<file path="config.mk">
export PLATFORM = sky130hd
export DESIGN_NAME = pbb_lane
export DESIGN_NICKNAME = d
export VERILOG_FILES = /design/src/rtl/pbb_pkg.sv /design/src/rtl/pbb_lane.sv
export SDC_FILE = /design/constraint.sdc
export NUM_CORES = 1
export LEC_CHECK = 0
export ABC_AREA = 1
export BUFFER_PORTS_ARGS = -buffer_cell sky130_fd_sc_hd__buf_2
export CORE_MARGIN = 3
export CORE_UTILIZATION = 52
export DETAILED_ROUTE_END_ITERATION = 10
export PLACE_DENSITY_LB_ADDON = 0.08
export RECOVER_POWER = 100
export REMOVE_ABC_BUFFERS = 1
export SETUP_SLACK_MARGIN = 0.15
export SYNTH_ARGS = -nofsm -noshare
export SYNTH_HDL_FRONTEND = slang
export SYNTH_SLANG_ARGS = --single-unit
</file>
<file path="constraint.sdc">
create_clock -name vclk -period 3.8
set_input_delay 0.57 -clock vclk [all_inputs]
set_output_delay 0.57 -clock vclk [all_outputs]
set_load 0.01 [all_outputs]
</file>
<file path="src/rtl/pbb_pkg.sv">
// ----------------------------------------------------------------------------
// pbb_pkg
// Shared types and constants for the page buffer bitmap blitter.
// ----------------------------------------------------------------------------
package pbb_pkg;

    localparam int BUF_WIDTH   = 128;
    localparam int BUF_HEIGHT  = 64;
    localparam int FRAME_PAGES = (BUF_HEIGHT + 7) / 8;
    localparam int COL_GROUPS  = (BUF_WIDTH + 7) / 8;
    localparam int STORE_DEPTH = FRAME_PAGES * COL_GROUPS;
    localparam int ADDR_W      = (STORE_DEPTH > 1) ? $clog2(STORE_DEPTH) : 1;
    localparam int COL_W       = $clog2(BUF_WIDTH);
    localparam int PAGE_W      = (FRAME_PAGES > 1) ? $clog2(FRAME_PAGES) : 1;
    localparam int GROUP_W     = (COL_GROUPS > 1) ? $clog2(COL_GROUPS) : 1;
    localparam int LANES       = 8;
    localparam int BANKS       = 8;

    localparam logic [8:0] ROW_MAX = 9'd511;

    // configuration register indexes
    localparam logic [2:0] REG_SRC_WIDTH  = 3'd0;
    localparam logic [2:0] REG_SRC_HEIGHT = 3'd1;
    localparam logic [2:0] REG_WIN_X      = 3'd2;
    localparam logic [2:0] REG_WIN_Y      = 3'd3;
    localparam logic [2:0] REG_WIN_W      = 3'd4;
    localparam logic [2:0] REG_WIN_H      = 3'd5;
    localparam logic [2:0] REG_DEST_X     = 3'd6;
    localparam logic [2:0] REG_DEST_Y     = 3'd7;

    localparam logic ACT_PIXELS = 1'b0;
    localparam logic ACT_READ   = 1'b1;

    typedef struct packed {
        logic       action;
        logic [7:0] pixel_byte;
        logic       first_of_bitmap;
        logic [2:0] read_page;
        logic [6:0] read_column;
    } item_t;

    typedef struct packed {
        logic [7:0] read_data;
        logic [3:0] pixels_written;
    } result_t;

    // one pixel after clipping against window and frame columns
    typedef struct packed {
        logic             en;
        logic             pix;
        logic [COL_W-1:0] col;
    } lane_t;

    // destination row of the current source byte
    typedef struct packed {
        logic              ok;
        logic [2:0]        bank;
        logic [PAGE_W-1:0] page;
    } row_t;

    // write to one column bank
    typedef struct packed {
        logic              we;
        logic [ADDR_W-1:0] addr;
        logic              data;
    } bank_wr_t;

endpackage

</file>
<file path="src/rtl/pbb_lane.sv">
// ----------------------------------------------------------------------------
// pbb_lane
// One pixel of a source byte: window clip, translation, frame column clip.
// ----------------------------------------------------------------------------
module pbb_lane (
    input  logic                  [2:0] lane_idx,
    input  logic                  [4:0] col,
    input  logic                  [7:0] pixel_byte,
    input  logic                  [7:0] win_x,
    input  logic                  [8:0] win_w,
    input  logic                  [8:0] dest_x,
    output pbb_pkg::lane_t              lane
);

    logic [7:0]         px;
    logic               in_win;
    logic signed [10:0] dx;
    logic               dx_ok;

    always_comb
    begin
        px     = {col, lane_idx};
        in_win = ({2'b00, px} >= {2'b00, win_x}) &&
                 ({2'b00, px} < ({2'b00, win_x} + {1'b0, win_w}));
        dx     = $signed({{2{dest_x[8]}}, dest_x}) + $signed({3'b000, px})
                 - $signed({3'b000, win_x});
        dx_ok  = !dx[10] && (dx[9:0] < 10'(pbb_pkg::BUF_WIDTH));

        lane.en  = in_win && dx_ok;
        lane.pix = pixel_byte[3'd7 - lane_idx];
        lane.col = dx[pbb_pkg::COL_W-1:0];
    end

endmodule

</file>
==> run_results.csv <==
group,metric,value,unit
final_layout,regArea,0,µm²
sta,hold_ws,1.50,ns
global_routing,antenna_found_initial,0,
worst_setup_path,crit_start,"lane_idx[1]",
route,drt_wl_total,3.11,mm
route,first_pass_iters,4,
sta,hold_violations,0,
floorplanning,die_y,60.0,µm
sta,slew_headroom,0.853,
final_layout,syn_to_final_growth,18.2,%
sta,drv_slew,0,
clocking,holdBufCountCts,0,
sta,rsz0062_at_grt,"false",
worst_hold_path,hold_path.class,"input port to output port",
yosys,syn_area,1520,µm²
placed_design,dpl.hpwl,2.94,mm
pwr,internal-power,0.151,mW
worst_setup_path,cp_data_arrival_time,2.80,ns
route,wl_per_cell,9.52,µm
global_routing,grt_pass1_vias,1452,
route,detail-route-antenna-nets,0,
worst_setup_path,required,3.23,ns
floorplanning,dieArea,3600,µm²
global_routing,grt_use_total,0.185,
final_layout,seq_cell_count,0,
worst_hold_path,min_from,"lane_idx[2]",
sta,final-setup-viol-count,0,
placed_design,post-place-ws,0.517,ns
pwr,p_sw,0.204,mW
sta,tightest_slew,0.220,ns
route,viasPerCell,4.78,
worst_setup_path,criticalPathCategory,"input port to output port",
floorplanning,die_x,60.0,µm
yosys,synth-xor-area-share,0.0636,
yosys,synthAdderAreaFrac,0.391,
status,outcome,"finished clean",
yosys,synth.distinct_cells,23,
worst_setup_path,critical_path_peak_fanout,5,
floorplanning,initial_utilization,0.580,
pwr,p_per_area,198,nW/µm²
global_routing,grt_pass1_wl,5.40,mm
pwr,swShare,0.575,
pwr,p_comb_frac,1.000,
yosys,synth_top_family_by_area,"adder cells",
clocking,ctsResizeCount,0,
pwr,p_total,0.355,mW
clocking,post_cts_buffers,0,
final_layout,drive_gt1_frac,0.172,
yosys,synthSimpleGateAreaFrac,0.273,
yosys,muxShareOfSynthArea,0,
yosys,synth_compound_area_frac,0.111,
sta,fin_ws,0.428,ns
job,drv_cap,0,
global_routing,gr-total-overflow,0,
global_routing,grt_max_degree,7,
sta,fin_crit,3.37,ns
worst_setup_path,worst_setup_path_start_kind,"input port",
worst_setup_path,cp-endpoint,"lane[8]",
final_layout,layout.cells.non_filler,327,
route,drc,0,
sta,max_freq,297,MHz
route,dr_total_vias,1564,
route,drt_iter0_drc,68,
floorplanning,core,2610,µm²
final_layout,num-clock-buffers,0,
yosys,yosys_warnings,0,
placed_design,dp.cells,327,
floorplanning,rows,18,
placed_design,globalplace.congestion,0.874,
sta,min_period_over_period,0.887,
pwr,seqPwrFrac,0,
placed_design,port_buffers,51,
pwr,power.share.clock,0,
final_layout,n_antenna_cell,0,
worst_setup_path,critPathCaptureType,"output port",
yosys,synthCells,246,
pwr,irDropWorstVdd,153,µV
yosys,yosysSeqAreaShare,0,
yosys,syn_area_per_cell,6.16,µm²
pwr,p_leak,1.17,nW
floorplanning,pin_count,51,
final_layout,nets,383,
sta,fin_setup_tns,0,ns
## power by group through the flow
stage | Sequential [mW] | Combinational, mW | Clock (mW)
floorplan | 0 | 0.265 | 0
global placement | 0 | 0.358 | 0
detailed placement | 0 | 0.364 | 0
CTS | 0 | 0.365 | 0
global route | 0 | 0.415 | 0
finish | 0 | 0.355 | 0
## routing by layer
metal	global-route usage	wire length, µm
met1	0.231	1430
met2	0.356	1580
met3	0.00216	93
met4	0.0253	17
met5	0	0
## through the flow
step | instance area, µm² | utilization
floorplan | 1520 | -
global placement | 1810 | 0.692
detailed placement | 1810 | 0.692
CTS | 1810 | 0.692
global route | 1790 | 0.686
finish | 1790 | 0.686
## worst min-delay path by stage
| stage | endpoint | slack, ns | cells after the start |
|---|---|---|---|
| finish | lane[7] | 1.50 | 4 |
| global route | lane[7] | 1.53 | 4 |
| CTS | lane[7] | 1.49 | 4 |
| detailed placement | lane[7] | 1.49 | 4 |
| global placement | lane[7] | 1.49 | 4 |
| floorplan | lane[7] | 1.26 | 2 |
## cells by family after synthesis
| kind of cell | after synthesis |
|---|---|
| and+or+nand+nor | 99 |
| buffers and inverters | 65 |
| adders and majority gates | 42 |
| AOI/OAI and AO/OA | 29 |
| xor gates and xnor gates | 11 |
## worst max-delay path, cell delays in order
cell	delay, ns
clkbuf_1	0.19
inv_1	0.12
fa_1	0.54
inv_1	0.07
fa_1	0.45
nand3_1	0.09
nand2_1	0.11
nand2_1	0.10
nand2_1	0.05
nand2_1	0.05
nand2_1	0.06
nor2_2	0.10
nand2_1	0.06
nor2_1	0.09
clkbuf_1	0.17
## layout by cell type, fill, tap and decap left out, drive strengths merged
cell type,instances
a21oi,14
o21ai,6
fa,9
ha,33
nand3,12
a31oi,3
a21o,3
nand4,2
xor2,8
nor2,19
buf,44
clkbuf,7
xnor2,3
o21a,1
nand2,64
or2,1
nand3b,1
inv,65
o22ai,2
## synth_stat cells, drive strengths merged
cell	count	area, µm²
inv	65	244
nand2	64	245
ha	33	413
nor2	19	76.3
a21oi	14	77.6
nand3	12	65.1
fa	9	180
xor2	8	70.1
o21ai	6	30.0
a21o	3	22.5
a31oi	3	18.8
xnor2	3	26.3
nand4	2	12.5
o22ai	2	12.5
nand3b	1	7.51
o21a	1	7.51
or2	1	6.26
## final cells by class
cell class / count / area (µm²)
timing repair buffer: 51 / 246
fill: 263 / 821
tap: 30 / 37.5
inverter: 65 / 244
multi-input combinational: 181 / 1260
Note: power is estimated with default switching activity, not from simulation.
