--- config.mk ---
export PLATFORM = sky130hd
export DESIGN_NAME = pbb_merge
export DESIGN_NICKNAME = d
export VERILOG_FILES = /design/src/rtl/pbb_pkg.sv /design/src/rtl/pbb_merge.sv
export SDC_FILE = /design/constraint.sdc
export NUM_CORES = 1
export LEC_CHECK = 0
export BUFFER_PORTS_ARGS = -buffer_cell sky130_fd_sc_hd__buf_4
export CORE_MARGIN = 2
export CORE_UTILIZATION = 54
export DETAILED_ROUTE_END_ITERATION = 16
export PLACE_DENSITY = 0.85
export REMOVE_ABC_BUFFERS = 1
export SYNTH_ARGS = -nofsm -noshare
export SYNTH_HDL_FRONTEND = slang
export SYNTH_SLANG_ARGS = --single-unit
export TNS_END_PERCENT = 50
--- constraint.sdc ---
create_clock -name vclk -period 5.49
set_clock_uncertainty 0.15 [all_clocks]
set_input_delay 0.8235 -clock vclk [all_inputs]
set_output_delay 0.8235 -clock vclk [all_outputs]
set_load 0.02 [all_outputs]
--- src/rtl/pbb_pkg.sv ---
// ----------------------------------------------------------------------------
// pbb_pkg
// Shared types and constants for the page buffer bitmap blitter.
// ----------------------------------------------------------------------------
package pbb_pkg;

    localparam int BUF_WIDTH   = 128;
    localparam int BUF_HEIGHT  = 64;
    localparam int FRAME_PAGES = (BUF_HEIGHT + 7) / 8;
    localparam int COL_GROUPS  = (BUF_WIDTH + 7) / 8;
    localparam int STORE_DEPTH = FRAME_PAGES * COL_GROUPS;
    localparam int ADDR_W      = (STORE_DEPTH > 1) ? $clog2(STORE_DEPTH) : 1;
    localparam int COL_W       = $clog2(BUF_WIDTH);
    localparam int PAGE_W      = (FRAME_PAGES > 1) ? $clog2(FRAME_PAGES) : 1;
    localparam int GROUP_W     = (COL_GROUPS > 1) ? $clog2(COL_GROUPS) : 1;
    localparam int LANES       = 8;
    localparam int BANKS       = 8;

    localparam logic [8:0] ROW_MAX = 9'd511;

    // configuration register indexes
    localparam logic [2:0] REG_SRC_WIDTH  = 3'd0;
    localparam logic [2:0] REG_SRC_HEIGHT = 3'd1;
    localparam logic [2:0] REG_WIN_X      = 3'd2;
    localparam logic [2:0] REG_WIN_Y      = 3'd3;
    localparam logic [2:0] REG_WIN_W      = 3'd4;
    localparam logic [2:0] REG_WIN_H      = 3'd5;
    localparam logic [2:0] REG_DEST_X     = 3'd6;
    localparam logic [2:0] REG_DEST_Y     = 3'd7;

    localparam logic ACT_PIXELS = 1'b0;
    localparam logic ACT_READ   = 1'b1;

    typedef struct packed {
        logic       action;
        logic [7:0] pixel_byte;
        logic       first_of_bitmap;
        logic [2:0] read_page;
        logic [6:0] read_column;
    } item_t;

    typedef struct packed {
        logic [7:0] read_data;
        logic [3:0] pixels_written;
    } result_t;

    // one pixel after clipping against window and frame columns
    typedef struct packed {
        logic             en;
        logic             pix;
        logic [COL_W-1:0] col;
    } lane_t;

    // destination row of the current source byte
    typedef struct packed {
        logic              ok;
        logic [2:0]        bank;
        logic [PAGE_W-1:0] page;
    } row_t;

    // write to one column bank
    typedef struct packed {
        logic              we;
        logic [ADDR_W-1:0] addr;
        logic              data;
    } bank_wr_t;

endpackage

--- src/rtl/pbb_merge.sv ---
// ----------------------------------------------------------------------------
// pbb_merge
// Routes lane pixels onto the eight column banks and counts written pixels.
// ----------------------------------------------------------------------------
module pbb_merge (
    input  pbb_pkg::lane_t   lanes [pbb_pkg::LANES],
    input  pbb_pkg::row_t    row,
    input  logic             commit,
    output pbb_pkg::bank_wr_t bank_wr [pbb_pkg::BANKS],
    output logic [2:0]       row_bank,
    output logic [3:0]       count
);

    logic [pbb_pkg::ADDR_W-1:0] page_base;

    always_comb
    begin
        page_base = pbb_pkg::ADDR_W'(pbb_pkg::ADDR_W'(row.page) *
                                     pbb_pkg::ADDR_W'(pbb_pkg::COL_GROUPS));
        row_bank  = row.bank;
        count     = 4'd0;
        for (int b = 0; b < pbb_pkg::LANES; b++)
        begin
            count = count + {3'b000, lanes[b].en & row.ok};
        end

        // consecutive destination columns: at most one lane per bank
        for (int k = 0; k < pbb_pkg::BANKS; k++)
        begin
            bank_wr[k] = '0;
            for (int b = 0; b < pbb_pkg::LANES; b++)
            begin
                if (lanes[b].en && (lanes[b].col[2:0] == 3'(k)))
                begin
                    bank_wr[k].we   = row.ok && commit;
                    bank_wr[k].addr = page_base + pbb_pkg::ADDR_W'(
                                      pbb_pkg::GROUP_W'(lanes[b].col >> 3));
                    bank_wr[k].data = lanes[b].pix;
                end
            end
        end
    end

endmodule

==> summary.txt <==
Clocking
  – Gates resized, CTS repair: 0
  – Hold buffer count at CTS: 0
  – Post-CTS Setup Inserts: 0

Placement
  – Pre-CTS setup slack: 0.711 ns
  – Placed instance area: 5490 sq um
  – Buffers on Ports: 153
  – GPL Wtd Cong: 1.18
  – Post-DP HPWL: 17,500 um

Synth
  – Yosys top cell area share: 9.44%
  – Seq/Total Area, Yosys: 0%
  – Post-synth top cells: o22ai_1, nand3_1, a21oi_1
  – Yosys Warn Count: 0
  – Post-synthesis cell area: 4640 sq um
  – Count leader, synth: o22ai_1
  – Mean area per synthesized cell: 6.63 sq um
  – Synth area leaders: o22ai_1, a211o_1, nand3_1
  – Largest area contributor in the netlist: o22ai_1
  – Synthesized instance count: 700
  – Post-synth cell types: 57

Cells and area
  – N_diodes: 0
  – Clkbuf count: 0
  – Flip-flop and latch count: 0
  – Area Overhead vs Synth: 18.4%
  – Fraction of layout cells with a size suffix above 1: 23.5%
  – FF+latch area: 0 sq um
  – Nets: 845
  – # fillers: 743
  – Design area: 5490 sq um

Pwr
  – PD cells: 104 nW/um^2
  – Comb power frac: 100.0%
  – Sequential Power Share: 0%
  – Internal power: 221 uW
  – Sw Pwr: 350 uW
  – Clock power frac: 0%
  – Leak pwr: 0.00214 uW
  – Peak supply drop: 0.0686 mV
  – Total power: 571 uW
  – Sw frac: around three fifths

Timing
  – Final Hold Viols: 0
  – Setup violators final: 0
  – Worst slew margin: between 6 and 7%
  – Total negative slack: 0 ns
  – Least-Margin Pin Slew: between 1 and 1.5 ns
  – Final worst slack: 0.702 ns
  – Fin. max-slew vios: 0
  – RSZ-0062 raised after global routing: no
  – Top achievable clock speed: 209 MHz
  – Fin crit share: 87.2%
  – Fin crit period: 4.79 ns

Global routing
  – Total gr overflow: 0
  – Initial antenna violation count: 1
  – First-pass GRT wire length: approximately 35,000 um
  – GRT Overall Usage: 45.2%
  – Vias in the first global route: slightly above 6k
  – Largest net degree at the start of global routing: 18

Die
  – Rows: 33
  – IO Pins: 159
  – Die area: 9350 sq um
  – Initial Util: 56.2%
  – Die width: 96.7 um
  – Core Region: around 8300 sq um
  – DIE HEIGHT: 96.7 um

Setup path
  – Critical path arrival: about 3.8 ns
  – Worst-path fanout max: 16
  – Critical path class: in -> out
  – Type of origin of the critical path: input pin
  – CP endpoint kind: output pin
  – Data required, critical path: 4.52 ns

Worst hold path
  – Hold Path Origin: row[3]
  – Class of the worst hold path: in -> out
  – Worst hold stages: 0
  – Hold endpoint: row_bank[0]

Drt
  – DRT Pass-1 Iters: 6
  – Vias per cell: between 8 and 9
  – Drt wl/cell: 26.8 um
  – Iteration-0 DRC Markers: roughly 1.1k
  – Post-route ant nets: 0
  – DR vias: about 7.0k
  – Final WL: 23,100 um
  – # DRC: 0

Run status
  – Status: completed

Job
  – Max Cap Viol: 0
[critical path, cell delays in order]
cell     delay, ns
buf_4         0.17
and2_1        0.19
fa_1          0.54
inv_1         0.05
fa_1          0.48
inv_1         0.05
fa_1          0.50
ha_1          0.19
inv_1         0.07
fa_1          0.44
xnor2_1       0.16
buf_4         0.16
[routing by layer]
layer | global-route usage (%) | routed length (um)
met3 | 18.6 | 4080
met2 | 64.6 | 9120
met4 | 19.4 | 1550
met1 | 59.1 | 8240
met5 | 4.40 | 69
[worst max-delay path by stage]
stage | from | endpoint | cells after the start
2_1_floorplan | lanes[44] | count[2] | 10
3_3_place_gp | lanes[44] | count[2] | 12
3_5_place_dp | lanes[44] | count[2] | 12
4_1_cts | lanes[44] | count[2] | 12
5_1_grt | lanes[44] | count[2] | 12
6_report | lanes[44] | count[2] | 12
[stage by stage]
stage | hold WS [ns] | utilization (%) | cells
floorplan | 1.50 | - | 603
global placement | 1.50 | 66.5 | 861
detailed placement | 1.50 | 66.5 | 861
CTS | 1.50 | 66.5 | 861
global route | 1.50 | 66.5 | 861
finish | 1.50 | 66.5 | 861
[power by group through the flow]
stage,logic [uW],registers (uW),clock network (uW)
after floorplan,268,0,0
after global placement,535,0,0
after detailed placement,545,0,0
after CTS,547,0,0
after global routing,590,0,0
final,571,0,0
[cell type report]
| class | count | area, sq um | area share (%) |
|---|---|---|---|
| Tap cell | 105 | 131 | 2.39 |
| Inverter | 16 | 60.1 | 1.09 |
| Timing Repair Buffer | 153 | 1150 | 20.9 |
| Multi-Input combinational cell | 587 | 4150 | 75.6 |
[placed cells by master, fill, tap and decap left out, types with 12 or more instances in the layout]
master | netlist | final
nand4_1 | 12 | 12
nand2_1 | 27 | 27
nand3_1 | 49 | 49
and4b_1 | 18 | 18
a31oi_1 | 29 | 29
nor2_1 | 21 | 21
nor2b_1 | 17 | 17
and3_1 | 19 | 19
and4bb_2 | 12 | 12
inv_1 | 16 | 16
nor3_1 | 15 | 15
o22ai_1 | 70 | 70
o21ai_0 | 21 | 21
and2_1 | 21 | 21
nand4b_1 | 24 | 24
a21oi_1 | 48 | 48
a211o_1 | 31 | 31
buf_4 | 3 | 153
[cells by family after synthesis]
group	after synthesis	synth area share, %
and+or+nand+nor	312	47.7
AOI/OAI and AO/OA	267	39.0
buffers and inverters	113	10.5
adders and majority gates	7	2.54
xor gates and xnor gates	1	0.189
(Power assumes the default switching activity.)
